`src/rtl/pcrm_pkg.sv`:
```
// Package for the PRS comb resource-element mapper.
// Holds register indexes, comb tables and fixed widths; no dependencies.
`timescale 1ns / 1ps
`default_nettype none

package pcrm_pkg;

  // Configuration register indexes
  typedef enum logic [2:0] {
    REG_COMB_CODE    = 3'd0,
    REG_RE_OFFSET    = 3'd1,
    REG_NUM_RB       = 3'd2,
    REG_START_SYMBOL = 3'd3,
    REG_NUM_SYMBOLS  = 3'd4,
    REG_SSB_START    = 3'd5,
    REG_FFT_SIZE     = 3'd6,
    REG_AMPLITUDE    = 3'd7
  } cfg_reg_e;

  localparam int unsigned CfgIdxW  = 3;
  localparam int unsigned CfgDataW = 15;
  localparam int unsigned PosW     = 13;  // subcarrier position arithmetic
  localparam int unsigned ElemW    = 12;  // holds up to 6 * 511 elements

  // QPSK component level, 1/sqrt(2) in Q15
  localparam logic [14:0] QPSK_LEVEL = 15'd23170;

  // Comb codes
  localparam logic [1:0] COMB_2  = 2'd0;
  localparam logic [1:0] COMB_4  = 2'd1;
  localparam logic [1:0] COMB_6  = 2'd2;
  localparam logic [1:0] COMB_12 = 2'd3;

  // Per-symbol subcarrier shift, row by comb code, column by symbol in occasion
  localparam logic [3:0] COMB_SHIFT [4][12] = '{
    '{4'd0, 4'd1, 4'd0, 4'd1, 4'd0, 4'd1, 4'd0, 4'd1, 4'd0, 4'd1, 4'd0, 4'd1},
    '{4'd0, 4'd2, 4'd1, 4'd3, 4'd0, 4'd2, 4'd1, 4'd3, 4'd0, 4'd2, 4'd1, 4'd3},
    '{4'd0, 4'd3, 4'd1, 4'd4, 4'd2, 4'd5, 4'd0, 4'd3, 4'd1, 4'd4, 4'd2, 4'd5},
    '{4'd0, 4'd6, 4'd3, 4'd9, 4'd1, 4'd7, 4'd4, 4'd10, 4'd2, 4'd8, 4'd5, 4'd11}
  };

  // Comb size per code
  function automatic logic [3:0] comb_size(logic [1:0] code);
    logic [3:0] sz;
    unique case (code)
      COMB_2:  sz = 4'd2;
      COMB_4:  sz = 4'd4;
      COMB_6:  sz = 4'd6;
      default: sz = 4'd12;
    endcase
    return sz;
  endfunction

  // Elements per resource block (12 / comb)
  function automatic logic [2:0] elems_per_rb(logic [1:0] code);
    logic [2:0] n;
    unique case (code)
      COMB_2:  n = 3'd6;
      COMB_4:  n = 3'd3;
      COMB_6:  n = 3'd2;
      default: n = 3'd1;
    endcase
    return n;
  endfunction

  // val mod comb for val < 27: masks for powers of two, else up to four subtracts
  function automatic logic [3:0] comb_mod(logic [4:0] val, logic [1:0] code);
    logic [4:0] r;
    logic [4:0] sz;
    r  = val;
    sz = {1'b0, comb_size(code)};
    unique case (code)
      COMB_2: r = {4'd0, val[0]};
      COMB_4: r = {3'd0, val[1:0]};
      default: begin
        for (int s = 0; s < 4; s++) begin
          if (r >= sz) r = r - sz;
        end
      end
    endcase
    return r[3:0];
  endfunction

endpackage

`default_nettype wire

```
`src/rtl/prs_comb_resource_mapper_unit.sv`:
```
// PRS comb resource-element mapper, top level.
// Depends on pcrm_pkg (tables, register indexes, widths).
//
// Usage:
//   Input channel (in_valid_i / in_stall_o / seq_bits_i) takes one QPSK
//   symbol per beat as two sign bits. Output channel (out_valid_o /
//   out_stall_i / result fields) gives one resource element per input beat:
//   OFDM symbol, subcarrier, flat grid index, scaled I/Q and an end-of-
//   occasion flag. Configuration is a write-only port (cfg_we_i, cfg_idx_i,
//   cfg_data_i), written while no beat is in flight.
//   The first register stage holds the sign bits and the element position
//   taken from the position counters, the second holds the flat index and
//   the scaled I/Q. Throughput is one beat per cycle unless the receiver
//   stalls; the position counters advance at each accepted beat.
//   Reset clears both stages and the counters and loads the register
//   defaults (comb 2, 24 RBs, one symbol, fft size 2048, full amplitude).
//   When the receiver stalls, the output holds; the first stage still takes
//   one more beat, and in_stall_o rises only once both stages are full.
`timescale 1ns / 1ps
`default_nettype none

module prs_comb_resource_mapper_unit (
  input  wire logic                                clk_i,
  input  wire logic                                rst_ni,
  // configuration
  input  wire logic                                cfg_we_i,
  input  wire logic [pcrm_pkg::CfgIdxW-1:0]        cfg_idx_i,
  input  wire logic [pcrm_pkg::CfgDataW-1:0]       cfg_data_i,
  // input channel
  input  wire logic                                in_valid_i,
  output logic                                     in_stall_o,
  input  wire logic [1:0]                          seq_bits_i,
  // output channel
  output logic                                     out_valid_o,
  input  wire logic                                out_stall_i,
  output logic [4:0]                               symbol_index_o,
  output logic [11:0]                              subcarrier_o,
  output logic [16:0]                              flat_index_o,
  output logic signed [15:0]                       i_value_o,
  output logic signed [15:0]                       q_value_o,
  output logic                                     last_o
);

  localparam int unsigned PosW  = pcrm_pkg::PosW;
  localparam int unsigned ElemW = pcrm_pkg::ElemW;

  // Configuration registers
  logic [1:0]  comb_code_q;
  logic [3:0]  re_offset_q;
  logic [8:0]  num_rb_q;
  logic [3:0]  start_symbol_q;
  logic [3:0]  num_symbols_q;
  logic [11:0] ssb_start_q;
  logic [12:0] fft_size_q;
  logic [14:0] amplitude_q;

  always_ff @(posedge clk_i or negedge rst_ni) begin
    if (!rst_ni) begin
      comb_code_q    <= 2'd0;
      re_offset_q    <= 4'd0;
      num_rb_q       <= 9'd24;
      start_symbol_q <= 4'd0;
      num_symbols_q  <= 4'd1;
      ssb_start_q    <= 12'd0;
      fft_size_q     <= 13'd2048;
      amplitude_q    <= 15'd32767;
    end else if (cfg_we_i) begin
      unique case (pcrm_pkg::cfg_reg_e'(cfg_idx_i))
        pcrm_pkg::REG_COMB_CODE:    comb_code_q    <= cfg_data_i[1:0];
        pcrm_pkg::REG_RE_OFFSET:    re_offset_q    <= cfg_data_i[3:0];
        pcrm_pkg::REG_NUM_RB:       num_rb_q       <= cfg_data_i[8:0];
        pcrm_pkg::REG_START_SYMBOL: start_symbol_q <= cfg_data_i[3:0];
        pcrm_pkg::REG_NUM_SYMBOLS:  num_symbols_q  <= cfg_data_i[3:0];
        pcrm_pkg::REG_SSB_START:    ssb_start_q    <= cfg_data_i[11:0];
        pcrm_pkg::REG_FFT_SIZE:     fft_size_q     <= cfg_data_i[12:0];
        pcrm_pkg::REG_AMPLITUDE:    amplitude_q    <= cfg_data_i[14:0];
        default: ;
      endcase
    end
  end

  // Pipeline handshake
  logic a_vld_q, b_free, a_adv, in_acc;

  assign b_free     = !out_valid_o || !out_stall_i;
  assign a_adv      = a_vld_q && b_free;
  assign in_stall_o = a_vld_q && !b_free;
  assign in_acc     = in_valid_i && !in_stall_o;

  // Position counters
  logic [3:0]       sym_cnt_q, sym_cnt_d;
  logic [ElemW-1:0] elem_cnt_q, elem_cnt_d;
  logic [PosW-1:0]  cur_sc_q, cur_sc_d;

  logic [3:0]       shift_row;
  logic [4:0]       off_sum;
  logic [PosW-1:0]  first_pos, k_pos;
  logic [PosW:0]    nxt_sum;
  logic [ElemW-1:0] per_sym;
  logic [8:0]       rb_eff;
  logic [3:0]       nsym_eff;
  logic [4:0]       sym_idx;
  logic             elem_wrap, occ_end;

  always_comb begin
    // first subcarrier of the current symbol
    shift_row = (sym_cnt_q >= 4'd12) ? sym_cnt_q - 4'd12 : sym_cnt_q;
    off_sum   = {1'b0, re_offset_q} + {1'b0, pcrm_pkg::COMB_SHIFT[comb_code_q][shift_row]};
    first_pos = {9'd0, pcrm_pkg::comb_mod(off_sum, comb_code_q)} + {1'b0, ssb_start_q};
    k_pos     = (elem_cnt_q == '0) ? first_pos : cur_sc_q;
    sym_idx   = {1'b0, start_symbol_q} + {1'b0, sym_cnt_q};

    // step along the comb, single wrap at the symbol size
    nxt_sum = {1'b0, k_pos} + {10'd0, pcrm_pkg::comb_size(comb_code_q)};
    if (nxt_sum >= {1'b0, fft_size_q}) nxt_sum = nxt_sum - {1'b0, fft_size_q};
    cur_sc_d = nxt_sum[PosW-1:0];

    // end of symbol / end of occasion
    rb_eff    = (num_rb_q == '0) ? 9'd1 : num_rb_q;
    nsym_eff  = (num_symbols_q == '0) ? 4'd1 : num_symbols_q;
    per_sym   = ElemW'({9'd0, pcrm_pkg::elems_per_rb(comb_code_q)} * {3'd0, rb_eff});
    elem_wrap = ({1'b0, elem_cnt_q} + 13'd1) >= {1'b0, per_sym};
    occ_end   = elem_wrap && (({1'b0, sym_cnt_q} + 5'd1) >= {1'b0, nsym_eff});

    elem_cnt_d = elem_wrap ? '0 : elem_cnt_q + ElemW'(1);
    if (!elem_wrap)   sym_cnt_d = sym_cnt_q;
    else if (occ_end) sym_cnt_d = 4'd0;
    else              sym_cnt_d = sym_cnt_q + 4'd1;
  end

  always_ff @(posedge clk_i or negedge rst_ni) begin
    if (!rst_ni) begin
      sym_cnt_q  <= '0;
      elem_cnt_q <= '0;
      cur_sc_q   <= '0;
    end else if (in_acc) begin
      sym_cnt_q  <= sym_cnt_d;
      elem_cnt_q <= elem_cnt_d;
      cur_sc_q   <= cur_sc_d;
    end
  end

  // Stage A: sign bits and element position
  logic [1:0]      a_bits_q;
  logic [4:0]      a_sym_q;
  logic [PosW-1:0] a_k_q;
  logic            a_last_q;

  always_ff @(posedge clk_i or negedge rst_ni) begin
    if (!rst_ni) begin
      a_vld_q <= 1'b0;
    end else if (in_acc) begin
      a_vld_q <= 1'b1;
    end else if (a_adv) begin
      a_vld_q <= 1'b0;
    end
  end

  always_ff @(posedge clk_i) begin
    if (in_acc) begin
      a_bits_q <= seq_bits_i;
      a_sym_q  <= sym_idx;
      a_k_q    <= k_pos;
      a_last_q <= occ_end;
    end
  end

  // Stage B math: flat index and QPSK scaling
  logic [17:0] sym_x_fft;
  logic [18:0] flat_sum;
  logic [29:0] mag;
  logic [30:0] mag_rnd;
  logic [15:0] pos_val, neg_val;

  always_comb begin
    sym_x_fft = {13'd0, a_sym_q} * {5'd0, fft_size_q};
    flat_sum  = {1'b0, sym_x_fft} + {6'd0, a_k_q};
    mag       = {15'd0, amplitude_q} * {15'd0, pcrm_pkg::QPSK_LEVEL};
    mag_rnd   = {1'b0, mag} + 31'd32767;
    pos_val   = {1'b0, mag[29:15]};
    neg_val   = 16'd0 - mag_rnd[30:15];
  end

  // Stage B: result register
  always_ff @(posedge clk_i or negedge rst_ni) begin
    if (!rst_ni) begin
      out_valid_o <= 1'b0;
    end else if (a_adv) begin
      out_valid_o <= 1'b1;
    end else if (!out_stall_i) begin
      out_valid_o <= 1'b0;
    end
  end

  always_ff @(posedge clk_i) begin
    if (a_adv) begin
      symbol_index_o <= a_sym_q;
      subcarrier_o   <= a_k_q[11:0];
      flat_index_o   <= flat_sum[16:0];
      i_value_o      <= a_bits_q[0] ? neg_val : pos_val;
      q_value_o      <= a_bits_q[1] ? neg_val : pos_val;
      last_o         <= a_last_q;
    end
  end

endmodule

`default_nettype wire

```
`config.mk`:
```
export PLATFORM = sky130hd
export DESIGN_NAME = prs_comb_resource_mapper_unit
export DESIGN_NICKNAME = d
export VERILOG_FILES = /design/src/rtl/pcrm_pkg.sv /design/src/rtl/prs_comb_resource_mapper_unit.sv
export SDC_FILE = /design/constraint.sdc
export NUM_CORES = 1
export LEC_CHECK = 0
export ABC_CLOCK_PERIOD_IN_PS = 11400
export BUFFER_PORTS_ARGS = -buffer_cell sky130_fd_sc_hd__buf_2
export CAP_MARGIN = 20
export CORE_UTILIZATION = 24
export DETAILED_ROUTE_END_ITERATION = 16
export SLEW_MARGIN = 20
export SYNTH_ARGS = -nofsm -noshare
export SYNTH_HDL_FRONTEND = slang
export SYNTH_SLANG_ARGS = --single-unit
```
`constraint.sdc`:
```
create_clock -name clk_i -period 11.4 [get_ports clk_i]
set_clock_uncertainty 0.2 [all_clocks]
set_input_delay 1.14 -clock clk_i [delete_from_list [all_inputs] [get_ports clk_i]]
set_output_delay 1.14 -clock clk_i [all_outputs]
set_load 0.02 [all_outputs]
```
Word level (Yosys, flattened, before mapping) --
Index checks and enable logic that the tools add are counted.
Word-level totals: flip-flop bits (word level) 182, input bits 25, output and inout port bits 69, logic and storage cells 121
Cells by class: add/sub/neg operators 17, multiply operators 3, $lt $le $gt $ge 10, equal/unequal tests 10, multiplexer cells 29, bitwise logic cells 2, reductions and logical operators 25
Operator list (count):
- $bmux 48 s2 | 1
- $mux 48 | 2
- $add 30x15->31 const B | 1
- $mux 15 | 2
- $mux 5 | 6
- $mul 15x14->29 const B | 1
- $mux 13 | 2
- $ge 5x4->1 | 5
- $mux 4 | 6
- $reduce_and 2->1 | 9
- $add 17x13->17 | 1
- $mul 5x13->17 | 1
- $bmux 4 s4 | 1
- $sub 1x16->16 const A | 1
- $sub 5x4->5 | 3
- $add 13x4->14 | 1
- $ge 14x13->1 | 1
- $add 12x1->13 const B | 1
- $add 4x12->13 | 1
- $ge 13x12->1 | 1
- $sub 13x13->13 | 1
- $add 12x1->12 const B | 1
- $eq 3x3->1 const B | 4
- $logic_not 12->1 | 1
- other kinds (31) | 42

Logic depth before layout (Yosys ltp) --
Gate-level depths: netlist of the first run.
depth after elaboration 25, depth in mapped cells 59, mapped depth without buffers 56

Worst setup path after synthesis of the first run --
Ideal clock, no wire load.
path kind register -> register, start point reg sym_cnt_q[3], end point reg cur_sc_q[0], setup time 0.126 ns, data arrival time 11.692 ns, required time 11.074 ns, slack -0.619 ns, cell stages (with the launch flop) 53, buffers on the path 3, period minus slack after synthesis 12.019 ns, cell sequence dfrtp_1 clkbuf_1 nor2b_1 nor2_1 a21oi_1 a21oi_1 a21oi_1 a21oi_1 a211o_1 ha_1 fa_1 inv_1 ha_1 inv_1 fa_1 o21ai_0 a31oi_1 nor3_1 [... 17 more ...] fa_1 xor2_1 o21ai_0 fa_1 a21oi_1 or2_1 clkbuf_1 nor3b_1 xnor2_1 inv_1 ha_1 a21o_1 a21o_1 a221o_1 a211oi_1 nand2_2 buf_12 a221o_1
On the way: word-level cells in the longest chain between the ends 24, elaborated cells between the ends (all ways) 30, those cells by class add/sub: 9; order compare: 6; mux: 14; bitwise: 1
RTL lines:
- start: declaration | RTL line prs_comb_resource_mapper_unit.sv:91 | logic [3:0] sym_cnt_q, sym_cnt_d;
- start signal: assignment | RTL line prs_comb_resource_mapper_unit.sv:137 | sym_cnt_q <= sym_cnt_d;
- $sub 4x4->4 or $ge 4x4->1 (tied branches) | RTL line prs_comb_resource_mapper_unit.sv:107 | shift_row = (sym_cnt_q >= 4'd12) ? sym_cnt_q - 4'd12 : sym_cnt_q;
- $mux 4 (*) | RTL line prs_comb_resource_mapper_unit.sv:107
- $not 4->5 (implied by the code) (*) | RTL line prs_comb_resource_mapper_unit.sv:108 | off_sum = {1'b0, re_offset_q} + {1'b0, pcrm_pkg::COMB_SHIFT[comb_code_q][shift_row]};
- $bmux 4 s4 (*) | RTL line prs_comb_resource_mapper_unit.sv:108
- $mux 4 (implied by the code) (*) (2 in a row) | RTL line prs_comb_resource_mapper_unit.sv:108
- $add 4x4->5 (*) | RTL line prs_comb_resource_mapper_unit.sv:108
- $sub 5x4->5 or $ge 5x4->1 (tied branches) | RTL line pcrm_pkg.sv:77 | if (r >= sz) r = r - sz;
- $mux 5 | RTL line pcrm_pkg.sv:77
- [... 8 more ...]
- $mux 4 | RTL line pcrm_pkg.sv:77
- $pmux 4 s2 (*) | RTL line pcrm_pkg.sv:72 | unique case (code)
- $add 4x12->13 (*) | RTL line prs_comb_resource_mapper_unit.sv:109 | first_pos = {9'd0, pcrm_pkg::comb_mod(off_sum, comb_code_q)} + {1'b0, ssb_start_q};
- $mux 13 (*) | RTL line prs_comb_resource_mapper_unit.sv:110 | k_pos = (elem_cnt_q == '0) ? first_pos : cur_sc_q;
- named net k_pos[2] | RTL line prs_comb_resource_mapper_unit.sv:97 | logic [PosW-1:0] first_pos, k_pos;
- $add 13x4->14 (*) | RTL line prs_comb_resource_mapper_unit.sv:114 | nxt_sum = {1'b0, k_pos} + {10'd0, pcrm_pkg::comb_size(comb_code_q)};
- $ge 14x13->1 (*) | RTL line prs_comb_resource_mapper_unit.sv:115 | if (nxt_sum >= {1'b0, fft_size_q}) nxt_sum = nxt_sum - {1'b0, fft_size_q};
- $mux 13 (*) | RTL line prs_comb_resource_mapper_unit.sv:115
- end signal: assignment | RTL line prs_comb_resource_mapper_unit.sv:139 | cur_sc_q <= cur_sc_d;
- end: declaration | RTL line prs_comb_resource_mapper_unit.sv:93 | logic [PosW-1:0] cur_sc_q, cur_sc_d;
Mark *: on every way through the listed nets, which the timed path passes. The rest lies on a longest branch. The select of a mux whose other input is x is not followed. A chain may end at the register's enable or synchronous reset.

Worst setup path after layout of the first run --
start point reg sym_cnt_q[2], end point reg cur_sc_q[0]
The elaborated chain is that of the path after synthesis.

==> qor.csv, run 1 <==
metric;value;unit
hold_path.class;reg2reg;
rows;95;
synth_top_cells_by_area;edfxtp_1 16%, ha_1 15%, fa_1 12%;
cts_tree;done;
synth_common_cells;203 x inv_1, 193 x ha_1, 175 x nand2_1;
syn-num-nets;1943;
violations;negative setup slack;
crit_type;reg2reg;
cp-start-kind;flip-flop;
layout.nets;2094;
netlist_area;16320;µm²
syn_inst;1624;
drv_cap;0;
firstDrtPassIters;5;
num_vias;12200;
async_flop_share;51.65;%
synth.most_common_cell;inv_1;
htree_num_levels;4;
synth_cell_types;83;
grt.overflow.total;0;
drive_above_1_share;20.30;%
synth_area_per_cell;10.05;µm²
worst_skew_pair.late_latency;0.49;ns
yosys.area.top_type_share;16.19;%
first_iter_violations;714;
die_x;262.8;µm
cp_slowest_stage_delay;0.44;ns
coreArea;67280;µm²
final-setup-viol-count;12;
grt_antenna_before_repair;7;
routed_wl;40.92;mm
gp_congestion;0.8772;
fin_ws;-0.06656;ns
port_buffers;93;
slew_violations;0;
reg2reg_depth;53;
die-area;69040;µm²
tightest_slew;1.042;ns
synth_edf_count;88;
drtAntennaViolNets;0;
final.min_clock_period;11.47;ns
cts_hold_buf;0;
ys_warn_count;0;
first_global_vias;12620;
rsz0062_at_grt;yes;
synth_ff_type;edfxtp_1;
cts.root.buffer_cell;clkbuf_16;
grt_usage;12.12;%
cp.required;11.57;ns
cp-end-kind;flip-flop;
yosys_register_bits;182;
area_delta_synth_final;17.86;%
status;finished, violations left;
cts_buffer_depth;2;
start_util;24.26;%
holdPathStages;0;
dp_slack;-0.5277;ns
die-height;262.8;µm
hold_violations;0;
fin_crit_sh;100.6;%
cts_buffers;17;
synth-seq-area-share;30.75;%
avgViaCountPerCell;4.582;
clock-sinks;182;
grt_max_degree;62;
dp_hpwl;31.99;mm
fmax;87.21;MHz
synth_top_area_cell;edfxtp_1;
crit_fanout;8;
relSlewSlack;30.30;%
io-pin-count;94;
cp_slowest_cell;dfrtp_2;
arrival;11.63;ns
cts.clk_slew.worst_paths;0.07;ns
avgRoutedWirePerCell;15.37;µm
grt_pass1_wl;66.61;mm
drc_errors;0;
-- critical path: cells and delay by family (launching register included) --
family | cells | cell delay, ns
AO/OA/AOI/OAI | 23 | 4.39
XOR/XNOR | 3 | 0.61
adder cells (fa/ha/maj) | 11 | 3.41
buffers and inverters | 7 | 0.80
flip-flops | 1 | 0.44
multiplexers | 3 | 0.79
AND/OR/NAND/NOR | 6 | 0.68
-- cells in the final DEF, fill, tap and decap left out, drive strengths merged, types with 13 or more instances in the layout --
| cell type | count |
|---|---|
| inv | 206 |
| o21ai | 78 |
| xor2 | 26 |
| mux2 | 65 |
| nor2 | 47 |
| dfstp | 19 |
| a21o | 34 |
| o21bai | 14 |
| nor2b | 13 |
| nand2b | 17 |
| edfxtp | 88 |
| xnor2 | 85 |
| a21oi | 71 |
| fa | 101 |
| nand3 | 27 |
| nand2 | 176 |
| clkbuf | 19 |
| and2 | 36 |
| ha | 193 |
| nor3 | 27 |
| dfrtp | 75 |
| mux2i | 17 |
| buf | 172 |
-- kinds of logic after synthesis --
group,after synthesis,share of synthesized area [%]
AND/OR/NAND/NOR,422,13.17
adder cells (fa/ha/maj),294,27.19
AO/OA/AOI/OAI,290,11.61
buffers and inverters,243,5.743
flip-flops,182,30.75
XOR/XNOR,111,6.004
multiplexers,82,5.528
-- final timing paths --
path,from,slack (ns),to
min in group asynchronous,rst_ni,0.48,cur_sc_q[9]
min,a_last_q,0.23,last_o
max reg2reg,sym_cnt_q[2],-0.07,cur_sc_q[0]
max in group asynchronous,rst_ni,9.41,fft_size_q[9]
max,sym_cnt_q[2],-0.07,cur_sc_q[0]
min reg2reg,a_last_q,0.23,last_o
-- layer usage --
metal,vias up,GRT usage [%],routed length (µm)
li1,5916,-,-
met1,5998,16.04,19360
met2,229,19.92,19210
met3,52,2.633,1707
met4,8,3.148,588
met5,-,0,57
-- through the flow --
stage	util, %	cells	TNS [ns]	area (µm²)	hold slack (ns)
2_1_floorplan	-	1624	0	16360	0.2003
3_3_place_gp	27.12	2613	0	18250	0.2154
3_5_place_dp	27.12	2613	-6.302	18250	0.2055
4_1_cts	28.27	2652	0	19020	0.2410
5_1_grt	28.58	2662	-6.655	19230	0.2495
6_report	28.59	2663	-0.2641	19230	0.2301
-- final cells by class --
cell class / instances / area [µm²]
fillers: 6996 / 48040
multi-input cells: 1199 / 10670
flip-flops and latches: 182 / 5021
well taps: 873 / 1092
repair buffers: 172 / 1081
inverters: 203 / 762.0
clock buffers: 19 / 432.9
clock inverters: 13 / 171.4
diodes: 2 / 5.005
-- flip-flops by register name, indices dropped and copies added, names as in the netlist, 4 cells and up --
name and cells:
num_rb_q 9, subcarrier_o 12, fft_size_q 13, cur_sc_q 13
elem_cnt_q 12, num_symbols_q 4, flat_index_o 17, a_k_q 13
re_offset_q 4, a_sym_q 5, start_symbol_q 4, amplitude_q 15
i_value_o 16, ssb_start_q 12, q_value_o 16, symbol_index_o 5
sym_cnt_q 4
-- what timing repair did --
action                     in CTS  in global routing
resized for setup              27                 31
setup endpoints to repair      13                 13
hold endpoints to repair        0                  0
setup buffers                   7                  9
pin swaps                      16                 37
Power of run 1 is not shown: default switching activity piles up to over one toggle a cycle in this logic, so the estimate is an artifact.
==> run 2, diff against run 1 <==
- CTS_BUF_LIST: default -> sky130_fd_sc_hd__clkbuf_8
==> qor.csv, run 2 (synthesized netlist as in run 1, its figures left out) <==
metric;value;unit;change
fmax;87.03;MHz;-0.20%
area_delta_synth_final;16.65;%;
cp-end-kind;flip-flop;;
coreArea;67280;µm²;unchanged
fill_cells;7016;;+0.29%
cp.required;11.63;ns;+0.06 ns
highest_layer;met5;;
relSlewSlack;30.16;%;-0.15 points
cp_slowest_stage_delay;0.45;ns;about the same
grt_antenna_before_repair;7;;unchanged
grt_usage;12.04;%;-0.085 points
cts_hold_buf;0;;unchanged
rsz0062_at_grt;yes;;
violations;negative setup slack;;
final.min_clock_period;11.49;ns;+0.02316 ns
crit_fanout;8;;unchanged
fin_crit_sh;100.8;%;+0.20 points
grt_pass1_wl;66.45;mm;-0.25%
rows;95;;unchanged
reg_top3;flat_index_o: 17 flops, i_value_o: 16 flops, q_value_o: 16 flops;;
grt_max_degree;62;;unchanged
die-height;262.8;µm;unchanged
wl_met2;18.89;mm;-1.7%
drive_above_1_share;20.19;%;-0.11 points
hold_path.class;reg2reg;;
drv_cap;0;;unchanged
largest_reg_flops;17;;unchanged
met1Wirelength;19.27;mm;-0.45%
cts.clk_slew.worst_paths;0.10;ns;+0.03 ns
dp_hpwl;31.99;mm;unchanged
gp_congestion;0.8772;;unchanged
port_buffers;93;;unchanged
die_x;262.8;µm;unchanged
arrival;11.72;ns;+0.09 ns
start_util;24.26;%;unchanged
clock-sinks;182;;unchanged
finalInstanceArea;19040;µm²;-1.0%
avgRoutedWirePerCell;15.28;µm;-0.56%
post_dp_cell_area;18250;µm²;unchanged
grt.overflow.total;0;;unchanged
hold_violations;0;;unchanged
cp_top_family;compound AO/OA/AOI/OAI gates;;
first_global_vias;12640;;+0.13%
io-pin-count;94;;unchanged
crit_type;reg2reg;;
num_vias;12120;;-0.71%
status;finished, violations left;;
firstDrtPassIters;5;;unchanged
drc_errors;0;;unchanged
cp_slowest_cell;dfrtp_2;;
cts_buffer_depth;2;;unchanged
cp-start-kind;flip-flop;;
layout.cells.most_common_list;200 x inv_1, 186 x ha_1, 174 x nand2_1;;
final-setup-viol-count;10;;-2
htree_num_levels;4;;unchanged
crit_buf_inv;6;;-1
die-area;69040;µm²;unchanged
slew_violations;0;;unchanged
cts.root.buffer_cell;clkbuf_8;;
tightest_slew;1.044;ns;+0.002168 ns
largest-register;flat_index_o;;
layout.nets;2094;;unchanged
final_common_cell;inv_1;;
fin_ws;-0.08972;ns;-0.02316 ns
avgViaCountPerCell;4.548;;-0.75%
worst_skew_pair.late_latency;0.54;ns;+0.05 ns
cts_tree;done;;
drtAntennaViolNets;0;;unchanged
first_iter_violations;641;;-10%
routed_wl;40.71;mm;-0.52%
cts_buffers;17;;unchanged
met3_length;1.868;mm;+9.4%
[run 2: layout make-up]
type | count | area (µm²) | share of cell area (%)
multi-input cells | 1199 | 10660 | 55.99
flip-flops and latches | 182 | 5021 | 26.38
diodes | 3 | 7.507 | 0.03944
inverters | 203 | 762.0 | 4.003
well taps | 873 | 1092 | 5.738
clock inverters | 15 | 178.9 | 0.9399
repair buffers | 172 | 1081 | 5.679
clock buffers | 17 | 234.0 | 1.229
[run 2: metal layers]
| layer | track usage (%) | vias to the layer above |
|---|---|---|
| li1 | - | 5914 |
| met1 | 15.94 | 5912 |
| met2 | 19.82 | 233 |
| met3 | 2.605 | 49 |
| met4 | 3.021 | 8 |
| met5 | 0 | - |
[run 2: metrics by stage]
stage | TNS (ns) | setup WS [ns] | instances | hold slack (ns) | utilization, %
floorplan | 0 | 0.03506 | 1624 | 0.2003 | -
global placement | 0 | 0.01054 | 2613 | 0.2154 | 27.12
detailed placement | -6.302 | -0.5277 | 2613 | 0.2055 | 27.12
CTS | 0 | 0.004704 | 2652 | 0.2455 | 27.98
global route | -6.184 | -0.5324 | 2663 | 0.2548 | 28.29
finish | -0.2241 | -0.08972 | 2664 | 0.2391 | 28.29
[run 2: path summary, 6_finish.rpt]
check,to,slack [ns],start,cells past startpoint
setup reg to reg,cur_sc_q[0],-0.09,sym_cnt_q[2],53
max in group asynchronous,start_symbol_q[3],9.50,rst_ni,2
hold / removal,last_o,0.24,a_last_q,0
min in group asynchronous,out_valid_o,0.40,rst_ni,1
setup / recovery,cur_sc_q[0],-0.09,sym_cnt_q[2],53
hold reg to reg,last_o,0.24,a_last_q,0
[run 2: repair_timing]
item	CTS	global route
endpoints found under the setup margin	13	13
endpoints found under the hold margin	0	0
setup buffers	7	9
pin swaps	16	38
gates resized for setup	26	30
Power of run 2 is left out for the same reason.
==> run 3, diff against run 2 <==
- REMOVE_ABC_BUFFERS: default -> 1
==> qor.csv, run 3 (synthesized netlist as in run 1, its figures left out) <==
metric;value;unit;change
first_global_vias;12630;;-0.032%
routed_wl;41.62;mm;+2.2%
cp.required;11.65;ns;+0.02 ns
grt_usage;12.16;%;+0.13 points
met2_usage;20.91;%;+1.1 points
coreArea;67280;µm²;unchanged
arrival;11.46;ns;-0.26 ns
grt.busiest_layer;met2;;
drtAntennaViolNets;0;;unchanged
fin_cells;2709;;+1.7%
rows;95;;unchanged
layout.nets;2142;;+2.3%
post-route-util;28.96;%;+0.66 points
post-place-cells;2659;;+1.8%
gp_congestion;0.8671;;-1.2%
num_vias;12300;;+1.5%
crit_fanout;6;;-2
hold_violations;0;;unchanged
diodes;0;;-3
use_met3;2.136;%;-0.47 points
cp_slowest_stage_delay;0.48;ns;+0.03 ns
htree_num_levels;4;;unchanged
die-height;262.8;µm;unchanged
crit_top_cell;a21oi_1;;
largest_reg_flops;17;;unchanged
cts_hold_buf;0;;unchanged
relSlewSlack;34.81;%;+4.7 points
grt.overflow.total;0;;unchanged
area_delta_synth_final;19.38;%;
crit_buf_inv;9;;+3
drv_cap;0;;unchanged
path_depth;55;;+3.8%
dp_hpwl;32.65;mm;+2.1%
final_common_cell;inv_1;;
cts.clk_slew.worst_paths;0.12;ns;+0.02 ns
worst_skew_pair.late_latency;0.56;ns;+0.02 ns
avgRoutedWirePerCell;15.36;µm;+0.53%
layout.cells.most_common_list;201 x inv_1, 185 x ha_1, 174 x nand2_1;;
crit_type;reg2reg;;
tightest_slew;0.9727;ns;-0.07105 ns
cp-start-kind;flip-flop;;
cp_top_family;compound AO/OA/AOI/OAI gates;;
drive_above_1_share;22.66;%;+2.5 points
holdPathStages;0;;unchanged
largest-register;flat_index_o;;
hold_path.class;reg2reg;;
reg2reg_depth;55;;+3.8%
drc_errors;0;;unchanged
cp-end-kind;flip-flop;;
slew_violations;0;;unchanged
cts.root.buffer_cell;clkbuf_8;;
first_iter_violations;609;;-5.0%
tns;0;ns;+0.2241 ns
status;completed;;
final.min_clock_period;11.21;ns;-0.2818 ns
die-area;69040;µm²;unchanged
grt_max_degree;73;;+18%
avgViaCountPerCell;4.540;;-0.18%
io-pin-count;94;;unchanged
reg_top3;flat_index_o: 17 flops, i_value_o: 16 flops, q_value_o: 16 flops;;
cp_slowest_cell;dfrtp_2;;
grt_antenna_before_repair;3;;-4
cts_tree;done;;
grt_pass1_wl;66.60;mm;+0.23%
port_buffers;93;;unchanged
rsz0062_at_grt;yes;;
fin_crit_sh;98.32;%;-2.5 points
clock-sinks;182;;unchanged
firstDrtPassIters;5;;unchanged
cts_buffer_depth;2;;unchanged
final-setup-viol-count;0;;-10
grt_util_met1;15.20;%;-0.74 points
die_x;262.8;µm;unchanged
fmax;89.22;MHz;+2.5%
cts_buffers;17;;unchanged
start_util;24.26;%;unchanged
holdWs;0.2304;ns;-0.008717 ns
==> run 3: cell count changes in the layout (fill, tap and decap cells not counted), moves of 2 or more <==
cell / change
buf_4: +47
clkinv_8: +2
diode_2: -3
ha_4: +2
o21ai_2: +2
o21ai_1: -2
==> run 3: worst register-to-register path, delay by kind of cell (launching register included) <==
family	cells	cell delay, ns
AO/OA/AOI/OAI	22	3.92
AND/OR/NAND/NOR	8	1.19
multiplexers	2	0.36
flip-flops	1	0.48
adder cells (fa/ha/maj)	12	3.53
XOR/XNOR	2	0.37
buffers and inverters	9	1.01
==> run 3: layer usage <==
layer | up-vias | wire [µm]
met1 | 6001 | 18790
met3 | 58 | 1628
li1 | 6004 | -
met4 | 2 | 970
met5 | - | 14
met2 | 234 | 20210
==> run 3: layout make-up <==
type / count / area, µm²
Tap cell: 873 / 1092
Sequential cell: 182 / 5021
Inverter: 203 / 762.0
Timing Repair Buffer: 220 / 1459
Clock buffer: 17 / 234.0
Clock inverter: 15 / 175.2
Multi-Input combinational cell: 1199 / 10740
Fill cell: 7017 / 47800
==> run 3: timing repair <==
item	CTS	global route
buffers inserted	5	12
pin swaps	8	42
gates resized for setup	26	57
setup endpoints to repair	13	13
cloned	0	1
==> run 3: worst paths after layout <==
path | from | endpoint | slack, ns
setup / recovery | sym_cnt_q[3] | cur_sc_q[0] | 0.19
hold / removal | a_last_q | last_o | 0.23
setup reg to reg | sym_cnt_q[3] | cur_sc_q[0] | 0.19
hold reg to reg | a_last_q | last_o | 0.23
max in group asynchronous | rst_ni | fft_size_q[7] | 9.44
min in group asynchronous | rst_ni | re_offset_q[3] | 0.25
==> run 3: stage by stage <==
step / worst slack, ns / area (µm²)
finish: 0.1921 / 19480
global placement: -0.3414 / 18550
CTS: 0.01625 / 19110
floorplan: -0.6095 / 16140
global route: -0.4030 / 19480
detailed placement: -0.7154 / 18550
Power of run 3 is left out for the same reason.
